`config.mk`:
```
export PLATFORM = sky130hd
export DESIGN_NAME = rrsp_iter
export DESIGN_NICKNAME = d
export VERILOG_FILES = /design/src/sv/rrsp_pkg.sv /design/src/sv/rrsp_iter.sv
export SDC_FILE = /design/constraint.sdc
export NUM_CORES = 1
export LEC_CHECK = 0
export ABC_AREA = 1
export BUFFER_PORTS_ARGS = -buffer_cell sky130_fd_sc_hd__buf_4
export CORE_MARGIN = 3
export CORE_UTILIZATION = 48
export CTS_CLUSTER_DIAMETER = 200
export DETAILED_ROUTE_END_ITERATION = 12
export PLACE_DENSITY = 0.78
export SYNTH_ARGS = -nofsm -noshare
export SYNTH_HDL_FRONTEND = slang
export SYNTH_SLANG_ARGS = --single-unit
```
`constraint.sdc`:
```
create_clock -name clk -period 7.4 [get_ports clk]
set_input_delay 0.37 -clock clk [delete_from_list [all_inputs] [get_ports clk]]
set_output_delay 0.37 -clock clk [all_outputs]
set_load 0.005 [all_outputs]
```
`src/sv/rrsp_pkg.sv`:
```
// ----------------------------------------------------------------------------
// rrsp_pkg
// Shared widths, pipeline types and the exp table builder for the
// rounded-rect spotlight pixel unit.
// ----------------------------------------------------------------------------
package rrsp_pkg;

  localparam int COORD_BITS      = 12;
  localparam int EXP_TABLE_DEPTH = 1024;
  localparam int LOG2D           = $clog2(EXP_TABLE_DEPTH);

  // signed working width of coordinate differences
  localparam int SW   = COORD_BITS + 3;
  // corner distance width (unsigned)
  localparam int DW   = COORD_BITS + 1;
  localparam int SUMW = 2 * DW + 1;
  localparam int QW   = 2 * SW - 1;

  // iterative section: sqrt and divide spread over ITER_STAGES stages
  localparam int ITER_STAGES = 4;
  localparam int SQ_STEPS    = 16;
  localparam int SQ_PER      = SQ_STEPS / ITER_STAGES;
  localparam int DV_PER      = (LOG2D + ITER_STAGES - 1) / ITER_STAGES;
  localparam int DVS         = DV_PER * ITER_STAGES;
  localparam int NW          = 16 + LOG2D;

  localparam int IN_BITS  = 6 * COORD_BITS + 14;
  localparam int IN_TDATA = ((IN_BITS + 7) / 8) * 8;

  localparam logic [2:0] REG_GLOW_COLOR      = 3'd0;
  localparam logic [2:0] REG_GLOW_STRENGTH   = 3'd1;
  localparam logic [2:0] REG_BORDER_STRENGTH = 3'd2;
  localparam logic [2:0] REG_BORDER_TENTHS   = 3'd3;
  localparam logic [2:0] REG_SPREAD          = 3'd4;
  localparam logic [2:0] REG_CORNER_RADIUS   = 3'd5;

  typedef struct packed {
    logic [23:0] color;
    logic [7:0]  glow;
    logic [7:0]  border;
    logic [7:0]  tenths;
    logic [15:0] spread;   // already forced nonzero
    logic [7:0]  radius;
  } cfg_t;

  typedef struct packed {
    logic           dfar;
    logic           gfar;
    logic [7:0]     op;
    logic [17:0]    srem;
    logic [15:0]    root;
    logic [31:0]    rad;
    logic [16:0]    drem;
    logic [DVS-1:0] quo;
    logic [DVS-1:0] nb;
  } pipe_t;

  typedef logic [16:0] exp_rom_t [EXP_TABLE_DEPTH];

  function automatic exp_rom_t build_exp_rom();
    exp_rom_t    rom;
    logic [63:0] t;
    logic [63:0] term;
    logic [63:0] ratio;
    logic [63:0] e30;
    t     = (64'd16 << 32) / EXP_TABLE_DEPTH;
    term  = 64'd1 << 32;
    ratio = 64'd1 << 32;
    e30   = 64'd1 << 30;
    for (int n = 1; n <= 10; n++) begin
      term = ((term * t) >> 32) / 64'(n);
      if (n % 2 == 1) ratio = ratio - term;
      else ratio = ratio + term;
    end
    ratio = ratio >> 2;
    for (int i = 0; i < EXP_TABLE_DEPTH; i++) begin
      rom[i] = 17'((e30 + 64'd8192) >> 14);
      e30    = (e30 * ratio) >> 30;
    end
    return rom;
  endfunction

endpackage

```
`src/sv/rrsp_iter.sv`:
```
// ----------------------------------------------------------------------------
// rrsp_iter
// One stage of the iterative section: a few restoring sqrt steps for the
// corner distance and a few restoring divide steps for the exp index.
// ----------------------------------------------------------------------------
module rrsp_iter import rrsp_pkg::*; (
  input  logic  clk,
  input  logic  rst,
  input  logic  en,
  input  logic  in_valid,
  input  pipe_t in,
  input  cfg_t  cfg,
  output logic  out_valid,
  output pipe_t out
);

  pipe_t       nxt;
  logic [19:0] rem2;
  logic [17:0] trial;
  logic [17:0] r2;

  always_comb begin
    nxt = in;
    for (int i = 0; i < SQ_PER; i++) begin
      rem2  = {nxt.srem, nxt.rad[31:30]};
      trial = {nxt.root, 2'b01};
      if (rem2 >= 20'(trial)) begin
        nxt.srem = 18'(rem2 - 20'(trial));
        nxt.root = {nxt.root[14:0], 1'b1};
      end else begin
        nxt.srem = rem2[17:0];
        nxt.root = {nxt.root[14:0], 1'b0};
      end
      nxt.rad = {nxt.rad[29:0], 2'b00};
    end
    for (int k = 0; k < DV_PER; k++) begin
      r2 = {nxt.drem, nxt.nb[DVS-1]};
      if (r2 >= 18'(cfg.spread)) begin
        r2      = r2 - 18'(cfg.spread);
        nxt.quo = {nxt.quo[DVS-2:0], 1'b1};
      end else begin
        nxt.quo = {nxt.quo[DVS-2:0], 1'b0};
      end
      nxt.drem = r2[16:0];
      nxt.nb   = {nxt.nb[DVS-2:0], 1'b0};
    end
  end

  always_ff @(posedge clk) begin
    if (rst) begin
      out_valid <= 1'b0;
    end else if (en) begin
      out_valid <= in_valid;
    end
    if (en) begin
      out <= nxt;
    end
  end

endmodule

```
# ---- Word level (Yosys, flattened, before mapping)
# Index checks and enable logic that the tools add are counted.
dict set report op_classes {
  n_addsub 7
  magnitude_cmp 7
  mux 10
}
# operator n
set ops {}
lappend ops {{$mux W34} 4}
lappend ops {{$ge A20 B18 Y1} 4}
lappend ops {{$sub A18 B18 Y18} 4}
lappend ops {{$ge A18 B16 Y1} 3}
lappend ops {{$mux W17} 3}
lappend ops {{$sub A17 B16 Y17} 3}
lappend ops {{$mux W1} 3}
dict set report totals {
  regBits 107
  in_bits 193
  out_inout_bits 118
  word_cells 34
}

# ---- Longest topological paths before layout
dict set report logic_depth {
  ltp_word 8
  depth_mapped 61
  depth_no_buf 56
}

# ---- Least setup slack after synthesis
# No wires, ideal clock.
dict set report synth_path {
  path_type {input-to-reg}
  from {in in[11] in the netlist's numbering}
  to {reg out[39] in the netlist's numbering, data pin}
  setup_time_ns 0.253
  arrival_time_ns 7.352
  t_required_ns 7.147
  path_slack_ns -0.205
  cell_stages 52
  path_cell_list {inv_1 -> ha_1 -> inv_1 -> fa_1 -> nand3_1 -> nand2_1 -> a21oi_1 -> nor3_1 -> a2111oi_2 -> o21ai_0 -> nand2_1 -> nand2_1 -> clkbuf_1 -> clkbuf_1 -> nor2_1 -> a21oi_1 -> fa_1 -> nand3_1 -> (+16 left out) -> o21ai_0 -> a21oi_1 -> o21bai_1 -> a21oi_1 -> o21bai_1 -> a21o_1 -> a21oi_1 -> o21ai_0 -> nand2_1 -> nand2_1 -> a21oi_1 -> inv_1 -> a21oi_1 -> nor2_1 -> nor2_1 -> xnor2_1 -> nand2_1 -> nand2_1}
}
# element line
set synth_lines {}
lappend synth_lines {{start, declared} rrsp_iter.sv:11} ;# input pipe_t in,
lappend synth_lines {{end signal, assigned} rrsp_iter.sv:56} ;# out <= nxt;
lappend synth_lines {{end, declared} rrsp_iter.sv:14} ;# output pipe_t out

==> metrics.md <==
| Metric | Value |
|---|---|
| First-pass GRT wire length | 49.8 mm |
| Final setup viols | 0 |
| Iteration count of the initial detailed-routing pass | 7 |
| Via/cell ratio | 5.16 |
| Vias in the first global route | 10,500 |
| Clock latency on the worst-skew pair | 0.35 ns |
| Cell family with the largest share of critical-path delay | compound AO/OA/AOI/OAI gates |
| Required @ worst endpoint | 7.50 ns |
| Bufs and invs on worst path | 7 |
| Endpoint of the worst-slack reg-to-reg timing path | out_valid |
| Top_reg_cell synth | edfxtp_1 |
| Post-detailed-route count of antenna-violating nets | 0 |
| Post-synthesis instance area | 0.0104 mm2 |
| Area contributors post-synth | edfxtp_1 (31%), ha_1 (14%), nand2_1 (13%) |
| Clock tree from TritonCTS | done |
| Critical path data arrival time | 7.33 ns |
| Floorplan row count | 53 |
| Total of hold buffers inserted after clock tree synthesis | 0 |
| Worst R2R Path Depth | 2 |
| Final count of pins violating max slew | 0 |
| Post-route clock period utilization | 0.976 |
| Number of flops mapped to enable cells by yosys | 106 |
| R2R Setup Slk | 6.82 ns |
| Share of synthesized flip-flops with an asynchronous set or reset | 0 |
| Share of post-route cells with drive strength above 1 | 0.331 |
| Depth of the critical timing path with buffers and inverters included | 46 |
| Outcome | finished, final reports clean |
| Detail Placement HPWL | 26.4 mm |
| Final RePlAce weighted congestion | 0.937 |
| Hold WC Path Type | in -> reg |
| Pleak | 7.57 nW |
| Worst path max stage delay | 0.41 ns |
| Die Height | 153 um |
| Number of antenna violations at the first check in global routing | 0 |
| Via count of the routed design | 11,100 |
| Sequential element share of the synthesized area | 0.307 |
| Die extent in x | 153 um |
| Critical path start-end classification | in -> reg |
| Worst-case clock skew | 0 ns |
| Final global-route overflow total | 0 |
| Layout-stage area growth over the synthesis result | 44.0% |
| DRC violations left | 0 |
| Area share of the largest cell type after synthesis | 0.305 |
| Power density over cell area | 394 mW/mm2 |
| Highest-count cells in the layout ignoring fill and taps | buf_4 (497), nand2_1 (359), inv_1 (154) |
| Net count of the finished layout | 2,195 |
| Transition time of the tightest slew-check pin | 1.06 ns |
| Total Negative Setup Slacks | 0 ns |
| Area inside the core boundary | 0.0212 mm2 |
| Crit-path slowest cell | a2111oi_2 |
| Final number of hold-violating endpoints | 0 |
| Area leader, netlist | edfxtp_1 |
| H-tree Lvls | 3 |
| Wire length per cell | 14.9 um |
| Number of antenna diodes | 0 |
| Setup crit end kind | flip-flop |
| Yosys Warn Count | 0 |
| Max-Cap Viols | 0 |
| CP startpoint | cfg[15] |
| DRC marker count from the first detailed-route iteration | 563 |
| Cells after synthesis | 1,384 |
| PortBufs | 240 |
| GRT Overall Usage | 0.254 |
| Unrepaired setup endpoints after global routing | yes |
| Critical path startpoint category | input port |
| Clock period minus final worst setup slack | 7.22 ns |
| Starting utilization of the core area | 0.493 |
| CTS sink cnt | 107 |
| WHS | 0.162 ns |
| Number of buffers added by the clock tree synthesis step | 9 |
| Highest net fanout along the worst path | 5 |
| Netlist cell types | 50 |
| Worst VDD drop | 0.233 mV |
| Headroom to the max-slew limit | 0.293 |
| Termination of the worst setup path | out[39] |
| Max Fclk | 138 MHz |
| Final Routed Wirelength | 32.2 mm |
| Register clock-pin slew on the reported worst setup and hold paths | 0.08 ns |
| Die area | 0.0235 mm2 |
| Largest net degree at the start of global routing | 83 |
| Source of the worst register-to-register timing path | out_valid |
| I/O pin total | 311 |
| Number of synthesized register bits | 107 |
| Clock buffer depth | 2 |
| Root Driver | clkbuf_16 |
| Mean Syn Cell Area | 7.54 um2 |
| Most frequent standard cell in the layout excluding fill and tap cells | buf_4 |
-- state kept, by name, indices dropped and copies added (netlist names) --
signal	cells
out	106
out_valid	1
-- logic make-up after synthesis --
logic type,count (synthesis),synth area share
AO/OA/AOI/OAI,272,0.142
XOR/XNOR,89,0.0747
adder cells (fa/ha/maj),123,0.150
buffers and inverters,196,0.0794
flip-flops,107,0.307
multiplexers,2,0.00204
other,1,0.000360
AND/OR/NAND/NOR,594,0.245
-- power breakdown --
part           leakage (nW)  internal, mW  switching [mW]
registers              1.05         0.936          0.0390
logic                  6.38          2.15            2.29
clock network         0.148         0.244           0.260
total                  7.57          3.33            2.59
-- worst min-delay path by stage --
stage / startpoint / endpoint / slack, ns / depth (start not counted)
after floorplan: rst / out_valid / 0.44 / 1
after CTS: rst / out_valid / 0.15 / 2
after global routing: rst / out_valid / 0.15 / 2
after detailed placement: out_valid / out_valid / 0.48 / 2
final: rst / out_valid / 0.16 / 2
after global placement: out_valid / out_valid / 0.49 / 2
-- cell usage after synthesis, drive strengths merged (10+ instances only) --
cell type / count
o21bai: 11
o21ai: 109
buf: 21
edfxtp: 106
ha: 120
nand4: 11
clkbuf: 10
nand3: 76
nor2: 94
nor3: 15
xor2: 47
xnor2: 42
a21oi: 118
inv: 165
nand2: 381
a31oi: 10
-- through the flow --
step,total power [mW],instances,setup slack [ns],utilization,cell area (um2)
global route,6.47,2159,-0.288,0.710,15000
global placement,5.08,2121,-0.127,0.675,14300
CTS,5.70,2137,0.142,0.690,14600
floorplan,3.37,1394,0.0275,-,10500
detailed placement,5.19,2121,-0.213,0.675,14300
finish,5.92,2159,0.178,0.710,15000
-- what timing repair did --
item | in CTS | in global routing
resized for setup | 0 | 90
setup endpoints to repair | 0 | 37
setup buffers | 0 | 21
-- final cells by class --
cell class	count	area (um2)
inverter	165	634
fill	1679	6130
timing repair buffer	504	3850
tap	275	344
sequential	107	3200
clock buffer	9	225
multi-input combinational	1092	6670
clock inverter	7	90.1
-- metal layers --
layer	global-route usage	wire, um	up-vias
met3	0.0340	2320	57
met1	0.350	14000	5048
met4	0.0757	868	0
met2	0.419	15000	408
li1	-	-	5636
met5	0	0	-
Note: power is estimated with default switching activity, not from simulation.
