<file path="config.mk">
export PLATFORM = sky130hd
export DESIGN_NAME = rrsp_geom
export DESIGN_NICKNAME = d
export VERILOG_FILES = /design/src/sv/rrsp_pkg.sv /design/src/sv/rrsp_geom.sv
export SDC_FILE = /design/constraint.sdc
export NUM_CORES = 2
export LEC_CHECK = 0
export BUFFER_PORTS_ARGS = -buffer_cell sky130_fd_sc_hd__buf_2
export CAP_MARGIN = 20
export CELL_PAD_IN_SITES_DETAIL_PLACEMENT = 1
export CELL_PAD_IN_SITES_GLOBAL_PLACEMENT = 2
export CORE_MARGIN = 4
export CORE_UTILIZATION = 40
export CTS_CLUSTER_DIAMETER = 100
export DETAILED_ROUTE_END_ITERATION = 10
export GPL_ROUTABILITY_DRIVEN = 0
export HOLD_SLACK_MARGIN = 0.08
export PLACE_DENSITY_LB_ADDON = 0.1
export SLEW_MARGIN = 20
export SYNTH_ARGS = -nofsm -noshare
export SYNTH_HDL_FRONTEND = slang
export SYNTH_SLANG_ARGS = --single-unit
</file>
<file path="constraint.sdc">
create_clock -name clk -period 10.93 [get_ports clk]
set_input_delay 1.093 -clock clk [delete_from_list [all_inputs] [get_ports clk]]
set_output_delay 1.093 -clock clk [all_outputs]
set_load 0.02 [all_outputs]
</file>
<file path="src/sv/rrsp_pkg.sv">
// ----------------------------------------------------------------------------
// rrsp_pkg
// Shared widths, pipeline types and the exp table builder for the
// rounded-rect spotlight pixel unit.
// ----------------------------------------------------------------------------
package rrsp_pkg;

  localparam int COORD_BITS      = 12;
  localparam int EXP_TABLE_DEPTH = 1024;
  localparam int LOG2D           = $clog2(EXP_TABLE_DEPTH);

  // signed working width of coordinate differences
  localparam int SW   = COORD_BITS + 3;
  // corner distance width (unsigned)
  localparam int DW   = COORD_BITS + 1;
  localparam int SUMW = 2 * DW + 1;
  localparam int QW   = 2 * SW - 1;

  // iterative section: sqrt and divide spread over ITER_STAGES stages
  localparam int ITER_STAGES = 4;
  localparam int SQ_STEPS    = 16;
  localparam int SQ_PER      = SQ_STEPS / ITER_STAGES;
  localparam int DV_PER      = (LOG2D + ITER_STAGES - 1) / ITER_STAGES;
  localparam int DVS         = DV_PER * ITER_STAGES;
  localparam int NW          = 16 + LOG2D;

  localparam int IN_BITS  = 6 * COORD_BITS + 14;
  localparam int IN_TDATA = ((IN_BITS + 7) / 8) * 8;

  localparam logic [2:0] REG_GLOW_COLOR      = 3'd0;
  localparam logic [2:0] REG_GLOW_STRENGTH   = 3'd1;
  localparam logic [2:0] REG_BORDER_STRENGTH = 3'd2;
  localparam logic [2:0] REG_BORDER_TENTHS   = 3'd3;
  localparam logic [2:0] REG_SPREAD          = 3'd4;
  localparam logic [2:0] REG_CORNER_RADIUS   = 3'd5;

  typedef struct packed {
    logic [23:0] color;
    logic [7:0]  glow;
    logic [7:0]  border;
    logic [7:0]  tenths;
    logic [15:0] spread;   // already forced nonzero
    logic [7:0]  radius;
  } cfg_t;

  typedef struct packed {
    logic           dfar;
    logic           gfar;
    logic [7:0]     op;
    logic [17:0]    srem;
    logic [15:0]    root;
    logic [31:0]    rad;
    logic [16:0]    drem;
    logic [DVS-1:0] quo;
    logic [DVS-1:0] nb;
  } pipe_t;

  typedef logic [16:0] exp_rom_t [EXP_TABLE_DEPTH];

  function automatic exp_rom_t build_exp_rom();
    exp_rom_t    rom;
    logic [63:0] t;
    logic [63:0] term;
    logic [63:0] ratio;
    logic [63:0] e30;
    t     = (64'd16 << 32) / EXP_TABLE_DEPTH;
    term  = 64'd1 << 32;
    ratio = 64'd1 << 32;
    e30   = 64'd1 << 30;
    for (int n = 1; n <= 10; n++) begin
      term = ((term * t) >> 32) / 64'(n);
      if (n % 2 == 1) ratio = ratio - term;
      else ratio = ratio + term;
    end
    ratio = ratio >> 2;
    for (int i = 0; i < EXP_TABLE_DEPTH; i++) begin
      rom[i] = 17'((e30 + 64'd8192) >> 14);
      e30    = (e30 * ratio) >> 30;
    end
    return rom;
  endfunction

endpackage

</file>
<file path="src/sv/rrsp_geom.sv">
// ----------------------------------------------------------------------------
// rrsp_geom
// Two stages: corner and pointer offsets, then squared distances and the
// start values of the sqrt and divide iterations.
// ----------------------------------------------------------------------------
module rrsp_geom import rrsp_pkg::*; (
  input  logic                  clk,
  input  logic                  rst,
  input  logic                  en,
  input  logic                  in_valid,
  input  logic [COORD_BITS-1:0] pixel_x,
  input  logic [COORD_BITS-1:0] pixel_y,
  input  logic [COORD_BITS:0]   width,
  input  logic [COORD_BITS:0]   height,
  input  logic [COORD_BITS+1:0] pointer_x,
  input  logic [COORD_BITS+1:0] pointer_y,
  input  logic [7:0]            master_opacity,
  input  cfg_t                  cfg,
  output logic                  out_valid,
  output pipe_t                 out
);

  logic                 v1;
  logic [DW-1:0]        dx, dy;
  logic signed [SW-1:0] ex, ey;
  logic [7:0]           op1;

  logic [DW-1:0]        dx_next, dy_next;
  logic signed [SW-1:0] ex_next, ey_next;

  function automatic logic [DW-1:0] core_dist(logic [COORD_BITS-1:0] p,
                                              logic [COORD_BITS:0] size,
                                              logic [7:0] r);
    logic signed [SW-1:0] a;
    logic signed [SW-1:0] b;
    logic signed [SW-1:0] m;
    a = $signed(SW'(r)) - $signed(SW'(p));
    b = $signed(SW'(p)) - $signed(SW'(size)) + $signed(SW'(r));
    m = (a > b) ? a : b;
    return (m > 0) ? m[DW-1:0] : '0;
  endfunction

  always_comb begin
    dx_next = core_dist(pixel_x, width, cfg.radius);
    dy_next = core_dist(pixel_y, height, cfg.radius);
    ex_next = $signed(SW'(pixel_x)) - $signed({pointer_x[COORD_BITS+1], pointer_x});
    ey_next = $signed(SW'(pixel_y)) - $signed({pointer_y[COORD_BITS+1], pointer_y});
  end

  always_ff @(posedge clk) begin
    if (rst) begin
      v1 <= 1'b0;
    end else if (en) begin
      v1 <= in_valid;
    end
    if (en) begin
      dx  <= dx_next;
      dy  <= dy_next;
      ex  <= ex_next;
      ey  <= ey_next;
      op1 <= master_opacity;
    end
  end

  logic [SUMW-1:0]        sum;
  logic signed [2*SW-1:0] ex2, ey2;
  logic [QW-1:0]          q2;
  logic [NW-1:0]          num;
  pipe_t                  init;

  always_comb begin
    sum = SUMW'(dx * dx) + SUMW'(dy * dy);
    ex2 = ex * ex;
    ey2 = ey * ey;
    q2  = {1'b0, ex2[2*SW-3:0]} + {1'b0, ey2[2*SW-3:0]};
    num = {q2[19:0], {(LOG2D-4){1'b0}}};
    init.dfar = |sum[SUMW-1:16];
    init.gfar = q2 >= QW'({cfg.spread, 4'b0000});
    init.op   = op1;
    init.srem = '0;
    init.root = '0;
    init.rad  = {sum[15:0], 16'h0000};
    init.drem = 17'(num[NW-1:DVS]);
    init.quo  = '0;
    init.nb   = num[DVS-1:0];
  end

  always_ff @(posedge clk) begin
    if (rst) begin
      out_valid <= 1'b0;
    end else if (en) begin
      out_valid <= v1;
    end
    if (en) begin
      out <= init;
    end
  end

endmodule

</file>
Word level (Yosys, flattened, before mapping)
Cells that the tools add are included.
Widths: inputs -> output; s select.

cells by class
  mux-type cells = 2
  multiply operators = 4
  magnitude comparators = 5
  $add $sub $neg = 10
  reductions and logical operators = 1

operators with widths
  operator             count
  $mul 15x15->28       2
  $mul 13x13->26       2
  $add 14x9->15        2
  $gt 13x15->1         2
  $gt 15x1->1 const B  2
  $mux 15              2
  $sub 13x14->15       2
  $add 28x28->29       1
  $ge 29x20->1         1
  $sub 12x13->14       2
  $add 26x26->27       1
  $sub 8x12->13        2
  $reduce_or 11->1     1

word-level totals
  flip-flop bits (word level) = 112

Longest topological paths before layout
  word-level depth = 5
  gate-level depth with buffers = 35

Worst setup path before layout
OpenSTA, ideal clock, no wires.

  path kind = reg-to-reg
  from = register ey[9]
  to = register out[115] in the netlist's numbering, data pin
  required time = 10791 ps
  path slack = 3020 ps
  library setup time = 139 ps
  stages on the path, launching flop included = 32
  buffers on the path = 1
  clock period less this slack = 7910 ps
  data arrival time = 7771 ps
  cells stage by stage = edfxtp_1 clkbuf_1 nand2_1 fa_1 fa_1 inv_1 fa_1 fa_1 fa_1 inv_1 fa_1 inv_1 ha_1 a21o_1 a21o_1 nor3_1 xnor2_1 ha_1 nand2_1 a2111oi_0 nor2_1 a211o_1 o21bai_1 a21oi_1 xnor2_1 ha_1 nand2_1 nor4_1 a21oi_1 or4_1 nand4_1 nand4b_1

RTL lines
  what                    RTL line         RTL
  start, declared         rrsp_geom.sv:25  logic signed [SW-1:0] ex, ey;
  start signal, assigned  rrsp_geom.sv:60  ey <= ey_next;
  end signal, assigned    rrsp_geom.sv:95  out <= init;
  end, declared           rrsp_geom.sv:20  output pipe_t out

==> results.sh <==
export IMPL_clock_fmax_ghz=0.106
export IMPL_htreeDepth=3
export IMPL_track_usage_pct=20.1
export IMPL_vias=24662
export IMPL_arrival_ns=9.72
export IMPL_hold_buffers=0
export IMPL_die_w_um=303
export IMPL_clock_path_buffers=2
export IMPL_post_route_min_period_ns=9.44
export IMPL_final_cell_mix="inv_1, fa_1, ha_1"
export IMPL_max_stage_delay_ns=0.72
export IMPL_clk_latency_ns=0.42
export IMPL_area_delta_synth_final_pct=6.12
export IMPL_grt_pass1_vias=27389
export IMPL_start_util_pct=40.6
export IMPL_layout_commonest_cell="inv_1"
export IMPL_tightest_slew_ns=0.865
export IMPL_root_buffer="clkbuf_16"
export IMPL_postRouteAntennaNets=0
export IMPL_drive_gt1_share_pct=6.01
export IMPL_antenna_found_initial=4
export IMPL_yosysUniqueCellTypes=91
export IMPL_cpMaxStageDelayCell="edfxtp_1"
export IMPL_timing_slew_headroom_pct=42.3
export IMPL_grt_max_degree=76
export IMPL_setup_violations=0
export IMPL_synth_area_per_cell_sq_um=9.20
export IMPL_dp_hpwl_um=77200
export IMPL_ys_warn_count=0
export IMPL_period_share_pct=86.4
export IMPL_hold_path_class="reg2reg"
export IMPL_std_cell_rows=107
export IMPL_fin_skew_ns=0.0170
export IMPL_crit_top_cell="fa_1"
export IMPL_remaining_drc_errors=0
export IMPL_synth_area_sq_um=34800
export IMPL_core_area_sq_um=85700
export IMPL_status="completed"
export IMPL_drtIter0Drc=988
export IMPL_netlist_area_leader_share_pct=36.3
export IMPL_synth_async_reset_ratio_pct=0
export IMPL_synth_cells=3779
export IMPL_layout_nets=5114
export IMPL_synth_top_area_cell="fa_1"
export IMPL_synthTopCellsByArea="fa_1, ha_1, inv_1"
export IMPL_hold_viol=0
export IMPL_pin_count=280
export IMPL_crit_fanout=13
export IMPL_rsz0062_at_grt="false"
export IMPL_clock_sinks=112
export IMPL_overflow=0
export IMPL_ys_seq_elements=112
export IMPL_drv_cap=0
export IMPL_clk_pin_slew_ns=0.09
export IMPL_drv_slew=0
export IMPL_post_cts_resized=0
export IMPL_dr_pass1_iters=4
export IMPL_crit_type="reg2reg"
export IMPL_cts_setup_buffers=0
export IMPL_die_area_sq_um=91700
export IMPL_die_y_um=303
export IMPL_cp_start_kind="register"
export IMPL_tns_ns=0
export IMPL_avgRoutedWirePerCell_um=17.5
export IMPL_cts_made_buffers=9
export IMPL_cts_tree="built"
export IMPL_crit_path_end_kind="register"
export IMPL_seq_area_frac_synth_pct=9.61
export IMPL_io_buffers=160
export IMPL_grt_pass1_wl_um=145000
export IMPL_synth_edf_count=110
export IMPL_yosys_most_used_dff="edfxtp_1"
export IMPL_cp_required_ns=11.21
export IMPL_wl_um=88100
export IMPL_via_per_inst=4.89
-- state kept, by name (all words and copies together) (netlist names) --
signal,cells
dx,13
dy,13
ex,15
ey,15
op1,8
out,46
out_valid,1
v1,1
-- cells by family (layout without fill, tap and decap cells) --
logic type                 after synthesis  after routing  share of synthesized area [%]
other                                    1             73                         0.0108
and+or+nand+nor                        875            875                           12.3
DFF                                    112            112                           9.61
AOI/OAI and AO/OA                      439            439                           8.59
adders and majority gates             1061           1061                           51.8
buffers and inverters                 1099           1145                           12.7
xor gates and xnor gates               175            175                           4.51
muxes                                   17             17                          0.504
-- through the flow --
stage	instances	util (%)	cell area (sq um)	hold slack (ns)	setup WS, ns
finish	5041	43.1	36900	0.412	1.49
global route	5040	43.1	36900	0.426	0.878
CTS	5040	43.1	36900	0.413	1.42
detailed placement	5024	42.7	36600	0.405	1.47
global placement	5024	42.7	36600	0.401	1.60
floorplan	3850	-	35000	0.400	3.02
-- critical path, delay by kind of cell (launching register included) --
family                     cells  cell delay [ns]
xor gates and xnor gates       2             0.34
AOI/OAI and AO/OA              7             1.67
DFF                            1             0.72
buffers and inverters          5             0.51
adders and majority gates      9             4.08
and+or+nand+nor                9             2.00
-- final timing paths --
path,start,to,slack (ns),cells after the start
worst max register to register,ey[10]$_DFFE_PP_,out[115]$_DFFE_PP_,1.49,32
worst min register to register,op1[6]$_DFFE_PP_,out[113]$_DFFE_PP_,0.41,0
worst min-delay path,op1[6]$_DFFE_PP_,out[113]$_DFFE_PP_,0.41,0
worst max-delay path,ey[10]$_DFFE_PP_,out[115]$_DFFE_PP_,1.49,32
-- cell usage after synthesis (15+ instances only) --
cell type	n
inv_1	951
a21boi_0	17
nand3_1	31
nand4_1	15
buf_4	71
a21oi_1	122
clkbuf_1	74
nand2_1	255
xnor2_1	130
nor3_1	67
o21ai_0	72
ha_1	430
and2_1	173
nand2b_1	25
nor2_1	205
nor2b_1	38
and3_1	19
o21a_1	26
a21o_1	49
fa_1	631
edfxtp_1	110
xor2_1	42
-- metal layers --
metal  global-route usage (%)  up-vias  wire length (um)
met2                     33.7      287             41700
met4                     3.28        0               966
met1                     28.9    12479             43000
met5                        0        -                 0
li1                         -    11859                 -
met3                     1.70       37              2400
-- final cells by class --
type                    instances  area [sq um]
repair buffers                177           935
well taps                    1144          1430
clock inverters                 7          95.1
fillers                     10062         48800
diodes                          1          2.50
multi-input cells            2639         27300
inverters                     952          3570
clock buffers                   9           225
flip-flops and latches        112          3340
Power is not shown: default switching activity piles up to over one toggle a cycle in this logic, so the estimate is an artifact.
